[src/hw/rtl/chbl_pkg.sv]
`timescale 1ns / 1ps

package chbl_pkg;

  // Table geometry.
  localparam int TABLE_DEPTH = 1024;
  localparam int IDX_W       = $clog2(TABLE_DEPTH);
  localparam int LEN_W       = IDX_W + 1;
  localparam int VAL_W       = 32;
  localparam int THR_W       = 10;

  // Configuration port.
  localparam int CFG_IDX_W  = 2;
  localparam int CFG_DATA_W = 11;

  localparam logic [CFG_IDX_W-1:0] CFG_TABLE_LENGTH = 2'd0;
  localparam logic [CFG_IDX_W-1:0] CFG_RANGE_SIZE   = 2'd1;
  localparam logic [CFG_IDX_W-1:0] CFG_CORR_THRESH  = 2'd2;
  localparam logic [CFG_IDX_W-1:0] CFG_ASCENDING    = 2'd3;

  // Register values after reset.
  localparam logic [LEN_W-1:0] RST_TABLE_LENGTH = '0;
  localparam logic [LEN_W-1:0] RST_RANGE_SIZE   = LEN_W'(2);
  localparam logic [THR_W-1:0] RST_CORR_THRESH  = THR_W'(1);
  localparam logic             RST_ASCENDING    = 1'b1;

  typedef enum logic {
    OP_WRITE  = 1'b0,
    OP_SEARCH = 1'b1
  } chbl_op_e;

  // Table write port.
  typedef struct packed {
    logic                    en;
    logic [IDX_W-1:0]        addr;
    logic signed [VAL_W-1:0] data;
  } chbl_wr_t;

  // Configuration seen by the search sequencer.
  typedef struct packed {
    logic [LEN_W-1:0] table_length;
    logic [LEN_W-1:0] range_size;
    logic [THR_W-1:0] corr_thresh;
    logic             ascending;
  } chbl_cfg_t;

  // One result beat.
  typedef struct packed {
    logic [IDX_W-1:0] range_start;
    logic             error;
    logic             correlated;
  } chbl_res_t;

  // True when the key lies at or past a table value for an ascending table, or strictly past it for a descending one.
  function automatic logic at_or_past(logic signed [VAL_W-1:0] key,
                                      logic signed [VAL_W-1:0] val,
                                      logic                    asc);
    logic ge;
    ge = (key >= val);
    return (ge == asc);
  endfunction

endpackage

[src/hw/rtl/chbl_seq.sv]
`timescale 1ns / 1ps

// Search sequencer: hunt and bisection over the table through one shared
// adder and one shared compare, one table read per probe.
module chbl_seq (
  input  logic                              clk_i,
  input  logic                              rst_ni,
  input  chbl_pkg::chbl_cfg_t               cfg_i,
  input  logic                              in_valid_i,
  input  logic                              in_opcode_i,
  input  logic signed [chbl_pkg::VAL_W-1:0] in_key_i,
  output logic                              in_ready_o,
  output logic [chbl_pkg::IDX_W-1:0]        rd_addr_o,
  input  logic signed [chbl_pkg::VAL_W-1:0] rd_data_i,
  output logic                              out_valid_o,
  input  logic                              out_ready_i,
  output chbl_pkg::chbl_res_t               out_res_o
);

  localparam int IDX_W = chbl_pkg::IDX_W;
  localparam int LEN_W = chbl_pkg::LEN_W;
  localparam int STP_W = LEN_W + 1;
  localparam int SW    = LEN_W + 2;

  // Sequencer states.
  localparam logic [2:0] S_IDLE = 3'd0;
  localparam logic [2:0] S_WAIT = 3'd1;
  localparam logic [2:0] S_EVAL = 3'd2;
  localparam logic [2:0] S_BIS  = 3'd3;
  localparam logic [2:0] S_FIN  = 3'd4;

  // What the pending probe is for.
  localparam logic [1:0] M_FIRST  = 2'd0;
  localparam logic [1:0] M_UP     = 2'd1;
  localparam logic [1:0] M_DOWN   = 2'd2;
  localparam logic [1:0] M_BISECT = 2'd3;

  logic [2:0]                      state_q, state_d;
  logic [1:0]                      mode_q, mode_d;
  logic [IDX_W-1:0]                lo_q, lo_d, hi_q, hi_d, probe_q, probe_d;
  logic [LEN_W-1:0]                step_q, step_d;
  logic signed [chbl_pkg::VAL_W-1:0] key_q, key_d;
  logic [LEN_W-1:0]                n_q, n_d, rs_q, rs_d;
  logic                            err_q, err_d;
  logic [IDX_W-1:0]                prev_q, prev_d;
  logic                            lastc_q, lastc_d;
  logic                            out_valid_q, out_valid_d;
  chbl_pkg::chbl_res_t             out_res_q, out_res_d;

  // Shared adder.
  logic [IDX_W-1:0]      add_a;
  logic [STP_W-1:0]      add_b;
  logic                  add_sub;
  logic signed [SW-1:0]  sum_s;

  logic                  past;
  logic [LEN_W-1:0]      n_c;
  logic                  err_c;
  logic [LEN_W-1:0]      n_m1;
  logic                  sum_hits_top;
  logic                  sum_hits_bottom;
  logic [LEN_W-1:0]      span;
  logic [STP_W-1:0]      step2;

  // Final window.
  logic [IDX_W-1:0]      diff;
  logic                  corr;
  logic [IDX_W-1:0]      half;
  logic signed [SW-1:0]  start_s;
  logic [LEN_W-1:0]      lim;
  logic [IDX_W-1:0]      start;
  logic                  out_free;

  assign past  = chbl_pkg::at_or_past(key_q, rd_data_i, cfg_i.ascending);
  assign step2 = {step_q, 1'b0};

  // Operand selection for the shared adder.
  always_comb begin
    add_a   = lo_q;
    add_b   = STP_W'(1);
    add_sub = 1'b0;
    if (state_q == S_BIS) begin
      add_a = hi_q;
      add_b = STP_W'(lo_q);
    end else begin
      unique case (mode_q)
        M_FIRST: begin
          add_a   = lo_q;
          add_b   = STP_W'(1);
          add_sub = !past;
        end
        M_UP: begin
          add_a = hi_q;
          add_b = step2;
        end
        M_DOWN: begin
          add_a   = lo_q;
          add_b   = step2;
          add_sub = 1'b1;
        end
        M_BISECT: begin
          add_a = hi_q;
          add_b = STP_W'(lo_q);
        end
        default: ;
      endcase
    end
  end

  assign sum_s = add_sub
               ? $signed({{(SW-IDX_W){1'b0}}, add_a}) - $signed({1'b0, add_b})
               : $signed({{(SW-IDX_W){1'b0}}, add_a}) + $signed({1'b0, add_b});

  assign n_m1            = n_q - LEN_W'(1);
  assign sum_hits_top    = (sum_s >= $signed({2'b00, n_m1}));
  assign sum_hits_bottom = sum_s[SW-1] || (sum_s == '0);
  assign span            = {1'b0, hi_q} - {1'b0, lo_q};

  // Effective length and validity of a new search.
  always_comb begin
    n_c = (cfg_i.table_length > LEN_W'(chbl_pkg::TABLE_DEPTH))
        ? LEN_W'(chbl_pkg::TABLE_DEPTH) : cfg_i.table_length;
    err_c = (n_c < LEN_W'(2)) || (cfg_i.range_size < LEN_W'(2)) ||
            (cfg_i.range_size > n_c);
  end

  // Window start and correlation from the final lower index.
  always_comb begin
    diff    = (lo_q >= prev_q) ? (lo_q - prev_q) : (prev_q - lo_q);
    corr    = (diff <= cfg_i.corr_thresh);
    half    = IDX_W'((rs_q - LEN_W'(2)) >> 1);
    start_s = $signed({{(SW-IDX_W){1'b0}}, lo_q}) - $signed({{(SW-IDX_W){1'b0}}, half});
    lim     = n_q - rs_q;
    if (start_s > $signed({2'b00, lim})) begin
      start = lim[IDX_W-1:0];
    end else if (start_s[SW-1]) begin
      start = '0;
    end else begin
      start = start_s[IDX_W-1:0];
    end
  end

  assign out_free = !out_valid_q || out_ready_i;

  // Sequencer next state.
  always_comb begin
    state_d     = state_q;
    mode_d      = mode_q;
    lo_d        = lo_q;
    hi_d        = hi_q;
    probe_d     = probe_q;
    step_d      = step_q;
    key_d       = key_q;
    n_d         = n_q;
    rs_d        = rs_q;
    err_d       = err_q;
    prev_d      = prev_q;
    lastc_d     = lastc_q;
    out_res_d   = out_res_q;
    out_valid_d = out_valid_q && !out_ready_i;
    in_ready_o  = 1'b0;

    unique case (state_q)
      S_IDLE: begin
        in_ready_o = 1'b1;
        if (in_valid_i && (in_opcode_i == chbl_pkg::OP_SEARCH)) begin
          n_d   = n_c;
          rs_d  = cfg_i.range_size;
          key_d = in_key_i;
          err_d = err_c;
          if (err_c) begin
            state_d = S_FIN;
          end else if (lastc_q && ({1'b0, prev_q} < n_c)) begin
            lo_d    = prev_q;
            probe_d = prev_q;
            mode_d  = M_FIRST;
            state_d = S_WAIT;
          end else begin
            lo_d    = '0;
            hi_d    = IDX_W'(n_c - LEN_W'(1));
            state_d = S_BIS;
          end
        end
      end
      S_WAIT: begin
        state_d = S_EVAL;
      end
      S_EVAL: begin
        unique case (mode_q)
          M_FIRST: begin
            if (past) begin
              if (sum_hits_top) begin
                hi_d    = n_m1[IDX_W-1:0];
                state_d = S_BIS;
              end else begin
                hi_d    = sum_s[IDX_W-1:0];
                probe_d = sum_s[IDX_W-1:0];
                step_d  = LEN_W'(1);
                mode_d  = M_UP;
                state_d = S_WAIT;
              end
            end else begin
              hi_d = lo_q;
              if (sum_hits_bottom) begin
                lo_d    = '0;
                state_d = S_BIS;
              end else begin
                lo_d    = sum_s[IDX_W-1:0];
                probe_d = sum_s[IDX_W-1:0];
                step_d  = LEN_W'(1);
                mode_d  = M_DOWN;
                state_d = S_WAIT;
              end
            end
          end
          M_UP: begin
            if (!past) begin
              state_d = S_BIS;
            end else begin
              lo_d = hi_q;
              if (sum_hits_top) begin
                hi_d    = n_m1[IDX_W-1:0];
                state_d = S_BIS;
              end else begin
                hi_d    = sum_s[IDX_W-1:0];
                probe_d = sum_s[IDX_W-1:0];
                step_d  = step2[LEN_W-1:0];
                state_d = S_WAIT;
              end
            end
          end
          M_DOWN: begin
            if (past) begin
              state_d = S_BIS;
            end else begin
              hi_d = lo_q;
              if (sum_hits_bottom) begin
                lo_d    = '0;
                state_d = S_BIS;
              end else begin
                lo_d    = sum_s[IDX_W-1:0];
                probe_d = sum_s[IDX_W-1:0];
                step_d  = step2[LEN_W-1:0];
                state_d = S_WAIT;
              end
            end
          end
          M_BISECT: begin
            if (past) begin
              lo_d = probe_q;
            end else begin
              hi_d = probe_q;
            end
            state_d = S_BIS;
          end
          default: ;
        endcase
      end
      S_BIS: begin
        if (span > LEN_W'(1)) begin
          probe_d = sum_s[IDX_W:1];
          mode_d  = M_BISECT;
          state_d = S_WAIT;
        end else begin
          state_d = S_FIN;
        end
      end
      S_FIN: begin
        if (out_free) begin
          out_valid_d = 1'b1;
          if (err_q) begin
            out_res_d.range_start = '0;
            out_res_d.error       = 1'b1;
            out_res_d.correlated  = 1'b0;
          end else begin
            out_res_d.range_start = start;
            out_res_d.error       = 1'b0;
            out_res_d.correlated  = corr;
            prev_d                = lo_q;
            lastc_d               = corr;
          end
          state_d = S_IDLE;
        end
      end
      default: begin
        state_d = S_IDLE;
      end
    endcase
  end

  // Control state.
  always_ff @(posedge clk_i or negedge rst_ni) begin
    if (!rst_ni) begin
      state_q     <= S_IDLE;
      prev_q      <= '0;
      lastc_q     <= 1'b0;
      out_valid_q <= 1'b0;
    end else begin
      state_q     <= state_d;
      prev_q      <= prev_d;
      lastc_q     <= lastc_d;
      out_valid_q <= out_valid_d;
    end
  end

  // Working registers and result payload.
  always_ff @(posedge clk_i) begin
    mode_q    <= mode_d;
    lo_q      <= lo_d;
    hi_q      <= hi_d;
    probe_q   <= probe_d;
    step_q    <= step_d;
    key_q     <= key_d;
    n_q       <= n_d;
    rs_q      <= rs_d;
    err_q     <= err_d;
    out_res_q <= out_res_d;
  end

  assign rd_addr_o   = probe_q;
  assign out_valid_o = out_valid_q;
  assign out_res_o   = out_res_q;

endmodule

[config.mk]
export PLATFORM = sky130hd
export DESIGN_NAME = chbl_seq
export DESIGN_NICKNAME = d
export VERILOG_FILES = /design/src/hw/rtl/chbl_pkg.sv /design/src/hw/rtl/chbl_seq.sv
export SDC_FILE = /design/constraint.sdc
export NUM_CORES = 1
export LEC_CHECK = 0
export ABC_AREA = 0
export BUFFER_PORTS_ARGS = -buffer_cell sky130_fd_sc_hd__buf_2
export CAP_MARGIN = 15
export CORE_MARGIN = 4
export CORE_UTILIZATION = 40
export DETAILED_ROUTE_END_ITERATION = 6
export PLACE_DENSITY = 0.67
export SYNTH_ARGS = -nofsm -noshare
export SYNTH_HDL_FRONTEND = slang
export SYNTH_SLANG_ARGS = --single-unit
[constraint.sdc]
create_clock -name clk_i -period 7.1 [get_ports clk_i]
set_clock_uncertainty 0.1 [all_clocks]
set_input_delay 0.355 -clock clk_i [delete_from_list [all_inputs] [get_ports clk_i]]
set_output_delay 0.355 -clock clk_i [all_outputs]
set_load 0.03 [all_outputs]
-- Word level (Yosys, flattened, before mapping)
Cells that the tools add are included.
- register bits: 125
- bits of input ports: 102
- $add $sub $neg: 10
- $lt $le $gt $ge: 11
- eq/ne operators: 29
- muxes and demuxes: 73
- bitwise gates (word level): 1
- reduce and logical (&&, ||, !) cells: 28
- operators with widths (operator ; count):
    $mux 10 ; 27
    $pmux 10 s3 ; 3
    $mux 11 ; 8
    $pmux 10 s2 ; 3
    $pmux 10 s4 ; 1
    $pmux 12 s3 ; 1
    $pmux 11 s3 ; 1
    $ge 32x32->1 ; 1
    $ne 3x3->1 const B ; 9
    $mux 2 ; 13
    $reduce_and 8->1 ; 3
    $lt 11x2->1 const B ; 2
    $sub 10x10->11 ; 2
    $sub 10x10->10 ; 2
    $mux 3 ; 6
    $ne 2x2->1 const B ; 9
    $pmux 3 s5 ; 1
    $add 10x12->13 ; 1
    $ge 13x12->1 ; 1
    $logic_not 13->1 ; 1
    $mux 13 ; 1
    $sub 10x12->13 ; 1
    $gt 11x12->1 ; 1
    $mux 12 ; 1
    35 further kinds ; 53

-- Logic depth before layout (Yosys ltp)
- word-level depth: 12
- mapped depth: 33
- depth with buffers taken out: 31

-- Least setup slack after synthesis
OpenSTA, ideal clock, no wires.
- path kind: input port to flip-flop
- start: in rd_data_i[30] (netlist name)
- end: reg step_q[0] (enable)
- setup time: 0.408 ns
- data arrival time: 7.158 ns
- required time: 6.592 ns
- setup slack: -0.566 ns
- stages: 31
- cell sequence: inv_1 > ha_1 > a21oi_1 > nand2_1 > a221o_1 > or3_1 > a31oi_1 > nor2_1 > and2_1 > o21ai_0 > nand2_1 > o21ai_0 > inv_1 > ha_1 > nor2b_1 > o31a_1 > o21ai_0 > a21oi_1 > xnor2_1 > inv_1 > ha_1 > or4_1 > a21oi_1 > o21ai_0 > a221oi_1 > nor2b_1 > o211a_1 > nor3_4 > buf_2 > o211a_1 > nor4_1
- cells in the longest elaborated chain, start to end: 10
- RTL lines (element ; RTL line ; RTL):
    start, declared ; chbl_seq.sv:14 ; input logic signed [chbl_pkg::VAL_W-1:0] rd_data_i,
    $ge 32x32->1 (*) ; chbl_pkg.sv:59 ; ge = (key >= val);
    $eq 1x1->1 (*) ; chbl_pkg.sv:60 ; return (ge == asc);
    branches (longest 7 deep; another with $ge 13x12->1) ; - ;
    $reduce_and 8->1 (no line) (*) ; - ;
    end signal, assigned ; chbl_seq.sv:312 ; step_q <= step_d;
    end, declared ; chbl_seq.sv:41 ; logic [LEN_W-1:0] step_q, step_d;
Mark *: on every way between the ends.
A chain may end at the register's enable or synchronous reset.

-- Final worst setup path
- start: reg key_q[0] (netlist name)
- end: reg step_q[9] (enable)
- cells in the longest elaborated chain, start to end: 10
- RTL lines (element ; RTL line ; RTL):
    start, declared ; chbl_seq.sv:42 ; logic signed [chbl_pkg::VAL_W-1:0] key_q, key_d;
    start signal, assigned ; chbl_seq.sv:313 ; key_q <= key_d;
    $ge 32x32->1 (*) ; chbl_pkg.sv:59 ;
    $eq 1x1->1 (*) ; chbl_pkg.sv:60 ;
    branches (longest 7 deep; another with $ge 13x12->1) ; - ;
    $reduce_and 8->1 (no line) (*) ; - ;
Marked as above.

==> flow_metrics.env <==
export IMPL_status="complete, no violations"
export IMPL_synth_net_count=1604
export IMPL_timing_rr_end="step_q[9]$_SDFFCE_PP0P_"
export IMPL_maxCapViolCount=0
export IMPL_holdCritStartpoint="cfg_i[11]"
export IMPL_synthCells=1345
export IMPL_synth_cell_types=80
export IMPL_critPathMaxFanout=5
export IMPL_endpoint_kind="register"
export IMPL_max_freq_ghz=0.147
export IMPL_async_flop_share_pct=12.0
export IMPL_hold_depth=1
export IMPL_ys_seq_elements=125
export IMPL_setup_violations=0
export IMPL_hold_path_class="input port to register"
export IMPL_grt_pass1_wl_um=61400
export IMPL_synth_area_top_cells="edfxtp_1, ha_1, a21oi_1"
export IMPL_arrival_ps=6870
export IMPL_clkTransAtPathRegs_ps=60
export IMPL_areaGrowthSynthToFinish_pct=21.4
export IMPL_fp_coreArea_um2=29600
export IMPL_die_x_um=181
export IMPL_diodes=0
export IMPL_crit_path_end="step_q[9]$_SDFFCE_PP0P_"
export IMPL_vias=11300
export IMPL_cts_buffers=17
export IMPL_crit_required_ps=7150
export IMPL_grt_max_degree=56
export IMPL_route_detailed_drc=0
export IMPL_timing_final_max_slew_violations=0
export IMPL_post_place_ws_ps=-83.7
export IMPL_hpwl_um=30000
export IMPL_post_synth_top_count_cell="ha_1"
export IMPL_slew_headroom_pct=35.7
export IMPL_final_util_pct=49.1
export IMPL_syn_area_um2=12000
export IMPL_start_util_pct=40.5
export IMPL_tightest_slew_ps=965
export IMPL_ant_nets=0
export IMPL_grt_pass1_vias=11100
export IMPL_drt_iter0_drc=1009
export IMPL_hold_viol_final=0
export IMPL_cts_tree="yes"
export IMPL_seq_area_frac_synth_pct=30.7
export IMPL_slowest_stage="a2111oi_0"
export IMPL_clk_latency_ps=430
export IMPL_track_usage_pct=23.5
export IMPL_synth_ff_type="edfxtp_1"
export IMPL_finalNetCount=1798
export IMPL_yosysTopAreaCellShare_pct=27.6
export IMPL_crit_type="register to register"
export IMPL_synth_top_cells_by_count="ha_1, inv_1, edfxtp_1"
export IMPL_synth_edf_count=110
export IMPL_layout_setup_ws_ps=277
export IMPL_design_die_area_um2=32700
export IMPL_drt_wl_total_um=39700
export IMPL_drive_above_1_share_pct=19.8
export IMPL_cp_startpoint="key_q[0]$_DFFE_PP_"
export IMPL_portBuffers=125
export IMPL_cts_buffer_depth=2
export IMPL_rows=63
export IMPL_root_buffer="clkbuf_16"
export IMPL_period_share_pct=96.1
export IMPL_cpPeakStageDelay_ps=540
export IMPL_cts_sinks=125
export IMPL_yosysTopAreaCell="edfxtp_1"
export IMPL_ios=126
export IMPL_avgSynthCellArea_um2=8.89
export IMPL_gp_congestion=0.987
export IMPL_grt_antenna_before_repair=1
export IMPL_period_minus_slack_ps=6820
export IMPL_drt_pass1_iter_count=6
export IMPL_holdWs_ps=31.1
export IMPL_reg2reg_from="key_q[0]$_DFFE_PP_"
export IMPL_wl_per_cell_um=20.5
export IMPL_cts_max_level=4
export IMPL_tns_ps=0
export IMPL_die_h_um=181
export IMPL_ys_warn_count=0
export IMPL_reg2regPathDepth=34
export IMPL_rrSetupSlack_ps=280
export IMPL_start_kind="register"
export IMPL_grt_overflow=0
export IMPL_via_per_inst=5.84
## logic make-up after synthesis
| family | Yosys count | share of synthesized area [%] |
|---|---|---|
| compound gates | 405 | 22.5 |
| xor+xnor | 69 | 5.11 |
| fa+ha+maj | 157 | 16.8 |
| buf+inv | 180 | 5.96 |
| flops | 125 | 30.7 |
| mux | 40 | 3.59 |
| simple gates | 369 | 15.3 |
## critical path: cells and delay by family (launching register included)
family	cells	cell delay, ps
compound gates	13	2470
xor+xnor	1	240
fa+ha+maj	3	680
buf+inv	6	680
flops	1	360
simple gates	11	2020
## through the flow
stage / cells / cell area [um^2]
2_1_floorplan: 1345 / 12000
3_3_place_gp: 1871 / 13300
3_5_place_dp: 1871 / 13300
4_1_cts: 1936 / 14200
5_1_grt: 1942 / 14500
6_report: 1942 / 14500
## cells in the final DEF, fill, tap and decap left out, drive strengths merged, types with 8 or more instances in the layout
| master | instances |
|---|---|
| or3 | 8 |
| a221oi | 8 |
| and2 | 16 |
| o21a | 13 |
| o21ai | 94 |
| nand2b | 23 |
| mux2i | 17 |
| clkbuf | 19 |
| nor2b | 19 |
| o31ai | 12 |
| a211oi | 13 |
| or4 | 8 |
| inv | 138 |
| ha | 151 |
| o211ai | 14 |
| edfxtp | 110 |
| or2 | 13 |
| buf | 188 |
| xor2 | 27 |
| dlygate4sd3 | 33 |
| dfrtp | 15 |
| nand4 | 16 |
| a21oi | 108 |
| a31oi | 14 |
| a22o | 10 |
| mux2 | 23 |
| a21o | 32 |
| nand2 | 103 |
| xnor2 | 42 |
| nor2 | 86 |
| nand3 | 23 |
| nor4 | 9 |
| a22oi | 21 |
| nor3 | 28 |
## timing repair
item,CTS,global route
gates cloned,0,1
pin swaps,0,24
buffers inserted,0,5
hold buffers,33,0
setup endpoints to repair,11,34
gates resized for setup,3,49
endpoints found under the hold margin,47,0
## cell type report
type,instances,area (um^2)
Clock buffer,18,429
Clock inverter,14,133
Sequential cell,125,3680
Inverter,133,499
Timing Repair Buffer,222,1480
Fill cell,2777,15000
Tap cell,390,488
Multi-Input combinational cell,1040,7810
## flip-flops by register name (all words and copies together), names as in the netlist, 2 cells and up
signal,cells
mode_q,2
rd_addr_o,10
lo_q,10
hi_q,10
prev_q,10
n_q,11
rs_q,11
step_q,11
out_res_o,12
state_q,3
key_q,32
## metal layers
layer | GRT usage, % | up-vias | routed length (um)
li1 | - | 5334 | -
met3 | 5.42 | 91 | 3350
met1 | 30.6 | 5404 | 16500
met2 | 38.4 | 516 | 18500
met5 | 0 | - | 13
met4 | 8.44 | 2 | 1380
## worst min path at each step
stage | slack, ps | to
after global placement | 190 | out_valid_o$_DFF_PN0_
after detailed placement | 190 | out_valid_o$_DFF_PN0_
after CTS | 10 | rs_q[0]$_DFFE_PP_
after global routing | 30 | rs_q[0]$_DFFE_PP_
after floorplan | -40 | lastc_q$_DFFE_PN0P_
final | 30 | rs_q[0]$_DFFE_PP_
Power is not shown: default switching activity piles up to over one toggle a cycle in this logic, so the estimate is an artifact.
